==> src/hdl/csu_pkg.sv <==
// Shared types and constants for the text buffer with erase stack and undo journal.
package csu_pkg;

	localparam int TEXT_DEPTH    = 4096;
	localparam int ERASED_DEPTH  = 4096;
	localparam int JOURNAL_DEPTH = 1024;

	localparam int TA_W = $clog2(TEXT_DEPTH);
	localparam int EA_W = $clog2(ERASED_DEPTH);
	localparam int JA_W = $clog2(JOURNAL_DEPTH);
	localparam int TL_W = TA_W + 1;
	localparam int EL_W = EA_W + 1;
	localparam int JL_W = JA_W + 1;
	localparam int CNT_W = 13;
	localparam int LEN_W = (TL_W > EL_W) ? TL_W : EL_W;
	localparam int JE_W  = LEN_W + 1;

	typedef enum logic [1:0] {
		OP_APPEND = 2'd0,
		OP_ERASE  = 2'd1,
		OP_READ   = 2'd2,
		OP_UNDO   = 2'd3
	} op_t;

	typedef enum logic [2:0] {
		ST_OK    = 3'd0,
		ST_BAD   = 3'd1,
		ST_EMPTY = 3'd2,
		ST_FULL  = 3'd3,
		ST_OPEN  = 3'd4
	} status_t;

	typedef struct packed {
		logic [1:0]       opcode;
		logic [7:0]       data_byte;
		logic             run_end;
		logic [CNT_W-1:0] count;
	} in_item_t;

	typedef struct packed {
		logic [2:0]       status;
		logic [7:0]       read_byte;
		logic [CNT_W-1:0] text_length;
	} out_item_t;

	typedef struct packed {
		logic [1:0]       opcode;
		logic [7:0]       data_byte;
		logic             run_end;
		logic [CNT_W-1:0] count;
	} cmd_t;

	typedef enum logic [2:0] {
		BK_IDLE,
		BK_READ,
		BK_MOVE,
		BK_JRD,
		BK_DONE
	} bk_state_t;

endpackage

==> src/hdl/csu_front.sv <==
// Front end: accept items into a two-entry command queue.
module csu_front import csu_pkg::*; (
	input  logic     clk,
	input  logic     arst_n,
	input  in_item_t in_item,
	input  logic     push,
	output logic     full,
	output cmd_t     cmd,
	output logic     cmd_valid,
	input  logic     cmd_take
);
	cmd_t       buf_q [2];
	logic       wp_q, rp_q;
	logic [1:0] cnt_q;
	logic       do_push, do_pop;

	assign full      = (cnt_q == 2'd2);
	assign cmd_valid = (cnt_q != 2'd0);
	assign cmd       = buf_q[rp_q];
	assign do_push   = push && !full;
	assign do_pop    = cmd_take && cmd_valid;

	always_ff @(posedge clk) begin
		if (do_push) begin
			buf_q[wp_q] <= cmd_t'(in_item);
		end
	end

	always_ff @(posedge clk or negedge arst_n) begin
		if (!arst_n) begin
			wp_q  <= 1'b0;
			rp_q  <= 1'b0;
			cnt_q <= 2'd0;
		end else begin
			if (do_push) wp_q <= ~wp_q;
			if (do_pop)  rp_q <= ~rp_q;
			cnt_q <= cnt_q + {1'b0, do_push} - {1'b0, do_pop};
		end
	end
endmodule

==> config.mk <==
export PLATFORM = sky130hd
export DESIGN_NAME = csu_front
export DESIGN_NICKNAME = d
export VERILOG_FILES = /design/src/hdl/csu_pkg.sv /design/src/hdl/csu_front.sv
export SDC_FILE = /design/constraint.sdc
export NUM_CORES = 1
export LEC_CHECK = 0
export BUFFER_PORTS_ARGS = -buffer_cell sky130_fd_sc_hd__buf_4
export CAP_MARGIN = 20
export CORE_MARGIN = 2
export CORE_UTILIZATION = 55
export CTS_CLUSTER_SIZE = 10
export DETAILED_ROUTE_END_ITERATION = 6
export HOLD_SLACK_MARGIN = 0.08
export PLACE_DENSITY_LB_ADDON = 0.3
export SLEW_MARGIN = 20
export SYNTH_ARGS = -nofsm -noshare
export SYNTH_HDL_FRONTEND = slang
export SYNTH_SLANG_ARGS = --single-unit
==> constraint.sdc <==
create_clock -name clk -period 3.79 [get_ports clk]
set_input_delay 1.137 -clock clk [delete_from_list [all_inputs] [get_ports clk]]
set_output_delay 1.137 -clock clk [all_outputs]
set_load 0.01 [all_outputs]
==> results of run 1 <==
## worst max-delay path: cells and delay by family, from the launching register on
family,cells,cell delay (ns)
muxes,1,0.35
DFF,1,0.69
buffers and inverters,2,0.53
## stage by stage
stage          cell area [sq um]  utilization [%]  worst slack, ns  std cells  hold WS (ns)
2_1_floorplan               2020                -             1.13         93         0.460
3_3_place_gp                2470             68.5             1.13        194         0.496
3_5_place_dp                2470             68.5             1.11        194         0.502
4_1_cts                     2580             71.5            0.765        202         0.519
5_1_grt                     2580             71.5            0.681        202         0.543
6_report                    2580             71.5            0.775        202         0.520
## sequential cells by signal (all words and copies together), names as in the netlist
signal  count
buf_q      48
cnt_q       2
rp_q        1
wp_q        1
## metal layers
metal	wire length, um	global-route usage [%]	part of all wire [%]	vias to the layer above
met1	1080	18.1	36	485
met5	0	0	0	-
li1	-	-	-	468
met4	42	7.18	1.4	0
met3	180	6.25	6.0	4
met2	1710	30.1	57	32
## synthesized netlist by cell type
cell type	instances
and3_1	1
ha_1	2
xor2_1	1
inv_1	2
dfrtp_1	4
nand2b_1	1
and2_4	1
mux2_4	19
buf_6	3
edfxtp_1	48
or2_1	1
xnor2_1	3
nor2_1	1
nand2_1	1
mux2_1	5
## area by class of cell
cell class                 count  share of cell area, %
inverter                       2                  0.291
clock inverter                 3                   1.65
tap                           48                   2.33
multi-input combinational     36                   17.0
timing repair buffer          56                   16.3
sequential                    52                   59.7
clock buffer                   5                   2.67
## logic make-up (layout without fill, tap and decap cells)
kind of cell	count (synthesis)	in the layout	synth area share, %
DFF	52	52	76.3
muxes	24	24	16.9
and+or+nand+nor	6	6	1.74
buffers and inverters	5	66	2.04
xor gates and xnor gates	4	4	1.74
adders and majority gates	2	2	1.24
## path summary, 6_finish.rpt
| path | endpoint | cells after the start | start | slack (ns) |
|---|---|---|---|---|
| setup / recovery | cmd[1] | 3 | rp_q | 0.77 |
| hold reg to reg | cnt_q[0] | 1 | cnt_q[0] | 0.52 |
| hold / removal | cnt_q[0] | 1 | cnt_q[0] | 0.52 |
| max in group asynchronous | wp_q | 1 | arst_n | 3.07 |
| min in group asynchronous | rp_q | 1 | arst_n | 0.62 |
| setup reg to reg | buf_q[0][6] | 4 | cnt_q[1] | 2.03 |
## where the power goes
group | switching, mW | leakage [nW] | internal [mW]
clock network | 0.167 | 0.0541 | 0.195
logic | 0.296 | 0.504 | 0.393
registers | 0.0661 | 0.492 | 0.789
## cell usage in the layout, fill, tap and decap left out, drive strengths merged
master,synthesis,routed
and2,1,1
and3,1,1
buf,3,56
bufinv,0,1
clkbuf,0,5
clkinv,0,1
clkinvlp,0,1
dfrtp,4,4
edfxtp,48,48
ha,2,2
inv,2,2
mux2,24,24
nand2,1,1
nand2b,1,1
nor2,1,1
or2,1,1
xnor2,3,3
xor2,1,1
==> metrics.md, run 1 <==
| Metric | Value |
|---|---|
| Status | finished, final reports clean |
| CP max stage cell | dfrtp_1 |
| Via density | 4.90 |
| Seq/Total Area, Yosys | 76.3% |
| Largest net degree at the start of global routing | 25 |
| DR iter-0 viols | 28 |
| Yosys cell types | 15 |
| Post-CTS setup buffers | 0 |
| DRT antenna net count | 0 |
| Worst slew pin tran | 0.573 ns |
| # rows | 22 |
| DR vias | 989 |
| GRT Overall Usage | 16.9% |
| Routed wire length | 3010 um |
| Power consumption | 1.91 mW |
| Peak supply drop | 0.472 mV |
| PwrDens | 739 nW/um^2 |
| Area growth syn-to-layout | 27.8% |
| Final hold vios | 0 |
| PortBufs | 53 |
| RSZ-0062 raised after global routing | no |
| Drt first pass iters | 4 |
| Multi-input gate area | 439 sq um |
| Max Clock Freq | 332 MHz |
| GPL Wtd Cong | 0.592 |
| Syn Std Cell Area | 2020 sq um |
| Clock Sinks | 52 |
| Critical path fanouts, max | 15 |
| Skew final | 0.00402 ns |
| CTS buffer count | 5 |
| Ports | 54 |
| CTS max path bufs | 2 |
| CP Class | reg -> out |
| Die area | 4170 sq um |
| Syn_nets | 123 |
| Leak Pwr | 1.05 nW |
| CP startpoint kind | flip-flop |
| Worst stage delay on the critical path | 0.69 ns |
| Reg area | 1540 sq um |
| Initial antenna violation count | 0 |
| Die Span Y | 64.6 um |
| Dominant cells by area after synthesis | edfxtp_1, mux2_4, dfrtp_1 |
| Vias in the first global route | 1051 |
| Worst EP arrival | 1.88 ns |
| Share of layout cells above drive strength 1 | 55.2% |
| Final Setup Violations | 0 |
| Root buf cell | clkbuf_8 |
| Resized Gates After CTS | 0 |
| Die width | 64.6 um |
| Post-synthesis cell count | 93 |
| CTS tree | done |
| CP cell instances | buf_4 -> mux2_1 -> buf_4 |
| Hold-fix buffers, CTS | 0 |
| DR DRC count | 0 |
| Congestion Overflow GR | 0 |
| Crit share post-route | 79.6% |
| Initial core utilization | 56.0% |
| Syn. warnings | 0 |
| Top cell type's share of synthesized area | 71.4% |
| Ant diodes | 0 |
| Fillers | 232 |
| Register bit total from synthesis | 52 |
| Worst EP required | 2.65 ns |
| DR WL/cell | 14.9 um |
| Worst-Skew Late Latency | 0.29 ns |
| Hpwl dp | 2190 um |
| Hold Crit Class | reg -> reg |
| Nets | 183 |
| Min Clock Period, post-route | 3.02 ns |
| Fin Setup TNS | 0 ns |
| Slew Limit Fails | 0 |
| Slew HR | 61.8% |
| CP most frequent cell | buf_4 |
| Clock Pin Slew Worst Setup and Hold Paths | 0.09 ns |
| H-tree levels | 2 |
| Mean Syn Cell Area | 21.7 sq um |
| Max-Cap Viols | 0 |
| Core area | 3610 sq um |
| Yosys top cell by area | edfxtp_1 |
| CP endpoint kind | output port |
| First-pass GRT wire length | 5020 um |
(Power assumes the default switching activity.)
==> run 2, diff against run 1 <==
--- a/config.mk
+++ b/config.mk
@@ -5,10 +5,11 @@
 export SDC_FILE = /design/constraint.sdc
 export NUM_CORES = 1
 export LEC_CHECK = 0
+export ABC_AREA = 1
 export BUFFER_PORTS_ARGS = -buffer_cell sky130_fd_sc_hd__buf_4
 export CAP_MARGIN = 20
 export CORE_MARGIN = 2
-export CORE_UTILIZATION = 55
+export CORE_UTILIZATION = 51
 export CTS_CLUSTER_SIZE = 10
 export DETAILED_ROUTE_END_ITERATION = 6
 export HOLD_SLACK_MARGIN = 0.08
==> constraint.sdc (replaced) <==
create_clock -name clk -period 2.85 [get_ports clk]
set_input_delay 0.855 -clock clk [delete_from_list [all_inputs] [get_ports clk]]
set_output_delay 0.855 -clock clk [all_outputs]
set_load 0.01 [all_outputs]
==> run 2 against run 1 <==
  * Hold slack worse by 0.18 ns
  * Core utilization down 3.9 points
  * Synthesized cell count up 70%
  * Final cell count is 31% higher
  * First-iteration DRC count rose to 3.0 times the previous value
  * Non-clock buffer count stayed put
  * Count of clock-buffer cells in the layout is the same
  * Clock skew rose by 0.0036 ns
  * Via count rose by 28%
  * Sequential share of layout area increased by 1.6 points
==> metrics.md, run 2 <==
| Metric | Value |
|---|---|
| CP endpoint kind | output port |
| Fin Setup TNS | 0 ns |
| CTS buffer count | 5 |
| H-tree levels | 2 |
| CTS max path bufs | 2 |
| Hold-fix buffers, CTS | 0 |
| Final Util | 67.6% |
| Max Clock Freq | 405 MHz |
| Ports | 54 |
| RSZ-0062 raised after global routing | no |
| Min Clock Period, post-route | 2.47 ns |
| Max-Cap Viols | 0 |
| Final hold vios | 0 |
| Crit path max-delay family | flip-flops |
| CP startpoint kind | flip-flop |
| Yosys top cell by area | edfxtp_1 |
| Share of layout cells above drive strength 1 | 30.0% |
| First-pass GRT wire length | 5220 um |
| Skew final | 0.00759 ns |
| M1 GR Usage | 16.0% |
| Crit share post-route | 86.6% |
| Setup Slack @ Placement | 0.678 ns |
| Critical path fanouts, max | 17 |
| Top flop regs | buf_q x48, cnt_q x2 |
| Routed wire length | 3380 um |
| Reg-to-Reg Start | cnt_q[1] |
| WP buf/inv | 2 |
| Met2 Use GR | 31.1% |
| Clk network pwr share | 15.8% |
| Setup ws final | 0.381 ns |
| CP Class | reg -> out |
| CTS tree | done |
| Slew Limit Fails | 0 |
| Initial antenna violation count | 0 |
| Reg2reg end | cnt_q[1] |
| Worst-Skew Late Latency | 0.30 ns |
| Most frequent cells in the layout | nand2_1, buf_4, edfxtp_1 |
| # rows | 22 |
| Initial core utilization | 53.7% |
| DR DRC count | 0 |
| Post-synth top cells | nand2_1, edfxtp_1, inv_1 |
| Resized Gates After CTS | 0 |
| Worst slew pin tran | 0.640 ns |
| Clock Sinks | 52 |
| Psw | 0.814 mW |
| Core area | 3720 sq um |
| Dominant cells by area after synthesis | edfxtp_1, nand2_1, dfrtp_1 |
| Drt first pass iters | 4 |
| Clock Pin Slew Worst Setup and Hold Paths | 0.08 ns |
| Register bit total from synthesis | 52 |
| Nets | 246 |
| Yosys cell types | 10 |
| Worst EP arrival | 1.61 ns |
| Reg area | 1540 sq um |
| Final Setup Violations | 0 |
| Fillers | 259 |
| GRT busiest layer | met2 |
| Hpwl dp | 2380 um |
| Top cell type's share of synthesized area | 72.2% |
| GPL Wtd Cong | 0.660 |
| PwrDens | 961 nW/um^2 |
| Die Span Y | 66.6 um |
| Die area | 4430 sq um |
| Syn. warnings | 0 |
| CP max stage cell | dfrtp_1 |
| Peak supply drop | 0.475 mV |
| Dominant synthesized flop cell | edfxtp_1 |
| Congestion Overflow GR | 0 |
| Status | finished, final reports clean |
| Worst EP required | 2.00 ns |
| Met3 usage | 5.41% |
| Register ranked first by flip-flop count | buf_q |
| Hold Crit Class | in -> async |
| Post-CTS setup buffers | 0 |
| PortBufs | 53 |
| Area growth syn-to-layout | 25.9% |
| Switching Share | 33.7% |
| Largest net degree at the start of global routing | 26 |
| Via density | 4.78 |
| WHS | 0.337 ns |
| Reg-to-reg slack, setup | 1.42 ns |
| Most common cell in the netlist | nand2_1 |
| GRT Overall Usage | 16.5% |
| Mean Syn Cell Area | 12.6 sq um |
| DRT antenna net count | 0 |
| DR vias | 1268 |
| Syn Std Cell Area | 2000 sq um |
| Logic pwr share | 37.4% |
| Die width | 66.6 um |
| Syn_nets | 188 |
| CP cell instances | buf_4 -> nand2_1 -> nand2_1 -> buf_4 |
| Async S/R FF share, synth | 7.69% |
| Number of flops mapped to enable cells by yosys | 48 |
| Commonest non-fill, non-tap cell in the layout | nand2_1 |
| Int Pwr | 1.60 mW |
| Seq/Total Area, Yosys | 77.2% |
| Post-synthesis cell count | 158 |
| DR iter-0 viols | 84 |
| R2R depth | 10 |
| Seq pwr share | 46.8% |
| Worst stage delay on the critical path | 0.76 ns |
| Ant diodes | 0 |
| Multi-input gate area | 365 sq um |
| Root buf cell | clkbuf_8 |
| Vias in the first global route | 1296 |
| Max reg flops | 48 |
| Leak Pwr | 1.14 nW |
| Slew HR | 57.3% |
| DR WL/cell | 12.8 um |
[run 2: cell types whose count changed in the layout (fill, tap and decap cells not counted), sizes merged]
cell / previous run / this run
mux2: 24 / 0
xnor2: 3 / 0
clkinv: 1 / 3
and3: 1 / 0
nand3: 0 / 3
bufinv: 1 / 0
nand2: 1 / 85
and2: 1 / 0
inv: 2 / 10
or2: 1 / 0
clkinvlp: 1 / 0
xor2: 1 / 0
nand2b: 1 / 0
[run 2: worst max path at each step]
stage / start / to / slack, ns / depth (start not counted)
final: rp_q / cmd[4] / 0.38 / 4
after global routing: rp_q / cmd[4] / 0.25 / 4
after CTS: rp_q / cmd[4] / 0.34 / 4
after detailed placement: rp_q / cmd[4] / 0.68 / 4
after global placement: rp_q / cmd[4] / 0.75 / 4
after floorplan: push / buf_q[1][0] / 0.48 / 2
[run 2: layout make-up]
type | count | area share (%)
repair buffers | 56 | 16.7
clock buffers | 5 | 2.74
multi-input cells | 91 | 14.5
well taps | 48 | 2.39
clock inverters | 3 | 0.548
inverters | 10 | 1.69
flip-flops and latches | 52 | 61.4
[run 2: cells by family after synthesis]
| group | count (synthesis) | share of synthesized area (%) |
|---|---|---|
| flops | 52 | 77.2 |
| simple gates | 89 | 16.9 |
| fa+ha+maj | 2 | 1.25 |
| buf+inv | 15 | 4.58 |
[run 2: routing by layer]
layer / vias up / wire length, um
met1: 594 / 1300
met3: 7 / 188
li1: 632 / -
met4: 0 / 69
met2: 35 / 1820
met5: - / 0
[run 2: metrics by stage]
stage               cell area, sq um  total power, mW  instances
global route                    2510             2.58        265
floorplan                       2000             1.66        158
CTS                             2510             2.45        265
finish                          2510             2.41        265
global placement                2430             2.03        257
detailed placement              2430             2.07        257
[run 2: power groups by stage]
stage / sequential [mW] / combinational, mW / clock, mW
after detailed placement: 1.15 / 0.923 / 0
after floorplan: 1.10 / 0.562 / 0
final: 1.13 / 0.902 / 0.382
after CTS: 1.13 / 0.925 / 0.393
after global routing: 1.15 / 1.01 / 0.427
after global placement: 1.14 / 0.888 / 0
==> run 3, diff against run 2 <==
--- a/config.mk
+++ b/config.mk
@@ -6,7 +6,7 @@
 export NUM_CORES = 1
 export LEC_CHECK = 0
 export ABC_AREA = 1
-export BUFFER_PORTS_ARGS = -buffer_cell sky130_fd_sc_hd__buf_4
+export BUFFER_PORTS_ARGS = -buffer_cell sky130_fd_sc_hd__buf_2
 export CAP_MARGIN = 20
 export CORE_MARGIN = 2
 export CORE_UTILIZATION = 51
==> run 3 against run 2 <==
  * Count of clock-buffer cells in the layout stayed put
  * Sequential power about the same
  * First-iteration DRC count is 43% lower
  * Critical endpoint is now cmd[22]
==> metrics.md, run 3 (synthesized netlist as in run 2, its figures left out) <==
| Metric | Value |
|---|---|
| Status | finished, final reports clean |
| PortBufs | 53 |
| Crit share post-route | 80.8% |
| CTS buffer count | 5 |
| Crit path from | rp_q |
| GRT busiest layer | met2 |
| H-tree levels | 2 |
| Die Span Y | 66.6 um |
| GPL Wtd Cong | 0.648 |
| Die width | 66.6 um |
| Initial core utilization | 53.7% |
| Congestion Overflow GR | 0 |
| Worst EP arrival | 1.45 ns |
| Met3 usage | 6.25% |
| PwrDens | 960 nW/um^2 |
| First-pass GRT wire length | 5150 um |
| Crit path max-delay family | flip-flops |
| Area growth syn-to-layout | 19.9% |
| WP buf/inv | 2 |
| Max-Cap Viols | 0 |
| Nets | 247 |
| M1 GR Usage | 16.8% |
| GRT Overall Usage | 16.6% |
| Seq pwr share | 48.7% |
| Fillers | 311 |
| Int Pwr | 1.51 mW |
| Psw | 0.789 mW |
| Vias in the first global route | 1242 |
| CP max stage cell | dfrtp_1 |
| Routed wire length | 3240 um |
| CP most frequent cell | nand2_1 |
| Post-CTS setup buffers | 0 |
| Switching Share | 34.4% |
| DR WL/cell | 12.2 um |
| DRT antenna net count | 0 |
| # rows | 22 |
| Peak supply drop | 0.526 mV |
| Hold Crit Class | in -> async |
| Largest net degree at the start of global routing | 26 |
| Core area | 3720 sq um |
| Commonest non-fill, non-tap cell in the layout | nand2_1 |
| Reg-to-reg slack, setup | 1.33 ns |
| Final hold vios | 0 |
| Drt first pass iters | 3 |
| Skew final | 0.00313 ns |
| Top flop regs | buf_q x48, cnt_q x2 |
| CTS tree | done |
| Critical path fanouts, max | 12 |
| Leak Pwr | 1.10 nW |
| Ports | 54 |
| Max reg flops | 48 |
| Hold-fix buffers, CTS | 0 |
| DR iter-0 viols | 48 |
| Initial antenna violation count | 0 |
| Clock Pin Slew Worst Setup and Hold Paths | 0.08 ns |
| CP Class | reg -> out |
| CP cell instances | buf_4 -> nand2_1 -> nand2_1 -> buf_2 |
| CP startpoint kind | flip-flop |
| Resized Gates After CTS | 0 |
| Worst EP required | 2.00 ns |
| Clock Sinks | 52 |
| Slew HR | 65.0% |
| Clk network pwr share | 16.1% |
| Met2 Use GR | 29.5% |
| Worst-Skew Late Latency | 0.29 ns |
| Worst slew pin tran | 0.525 ns |
| Setup Slack @ Placement | 0.864 ns |
| DR vias | 1245 |
| Worst stage delay on the critical path | 0.64 ns |
| Register ranked first by flip-flop count | buf_q |
| Via density | 4.70 |
| Reg-to-Reg Start | cnt_q[1] |
| Power consumption | 2.30 mW |
| Setup ws final | 0.548 ns |
| Max Clock Freq | 434 MHz |
| RSZ-0062 raised after global routing | no |
| CP endpoint kind | output port |
| Final Setup Violations | 0 |
| CTS max path bufs | 2 |
| Hpwl dp | 2300 um |
| Logic pwr share | 35.2% |
| Min Clock Period, post-route | 2.30 ns |
| Ant diodes | 0 |
| Most frequent cells in the layout | nand2_1, buf_2, edfxtp_1 |
| Root buf cell | clkbuf_8 |
| DR DRC count | 0 |
| Share of layout cells above drive strength 1 | 29.5% |
| Fin Setup TNS | 0 ns |
| Die area | 4430 sq um |
| Slew Limit Fails | 0 |
-- run 3: cell count changes in the layout (fill, tap and decap cells not counted), sizes merged --
cell,delta
buf,+1
clkinv,-1
-- run 3: layout make-up --
class                   count  area (sq um)  share of cell area (%)
flip-flops and latches     52          1540                    64.4
multi-input cells          91           365                    15.3
repair buffers             57           308                    12.9
clock buffers               5          68.8                    2.88
well taps                  48          60.1                    2.51
inverters                  10          42.5                    1.78
clock inverters             2          7.51                   0.314
-- run 3: through the flow --
| step | hold WS [ns] | cells | area, sq um | util, % |
|---|---|---|---|---|
| 6_report | 0.351 | 265 | 2390 | 64.4 |
| 5_1_grt | 0.330 | 265 | 2390 | 64.4 |
| 4_1_cts | 0.337 | 265 | 2390 | 64.4 |
| 3_5_place_dp | 0.471 | 258 | 2320 | 62.4 |
| 3_3_place_gp | 0.454 | 258 | 2320 | 62.4 |
| 2_1_floorplan | 0.442 | 158 | 2000 | - |
-- run 3: power groups by stage --
stage,combinational [mW],clock [mW],sequential (mW)
after floorplan,0.562,0,1.10
after global placement,0.802,0,1.13
after detailed placement,0.825,0,1.14
after CTS,0.828,0.384,1.12
after global routing,0.917,0.424,1.14
final,0.808,0.370,1.12
-- run 3: layer usage --
metal	vias to the layer above	part of all wire [%]	wire, um
met5	-	0	0
met4	0	1.2	39
met3	4	5.8	188
met2	37	55	1790
met1	570	38	1220
li1	634	-	-
-- run 3: final timing paths --
check,to,cells past startpoint
setup / recovery,cmd[22],4
setup reg to reg,buf_q[0][7],4
min in group clk,wp_q,2
hold reg to reg,wp_q,2
max in group asynchronous,rp_q,1
hold / removal,cnt_q[0],1
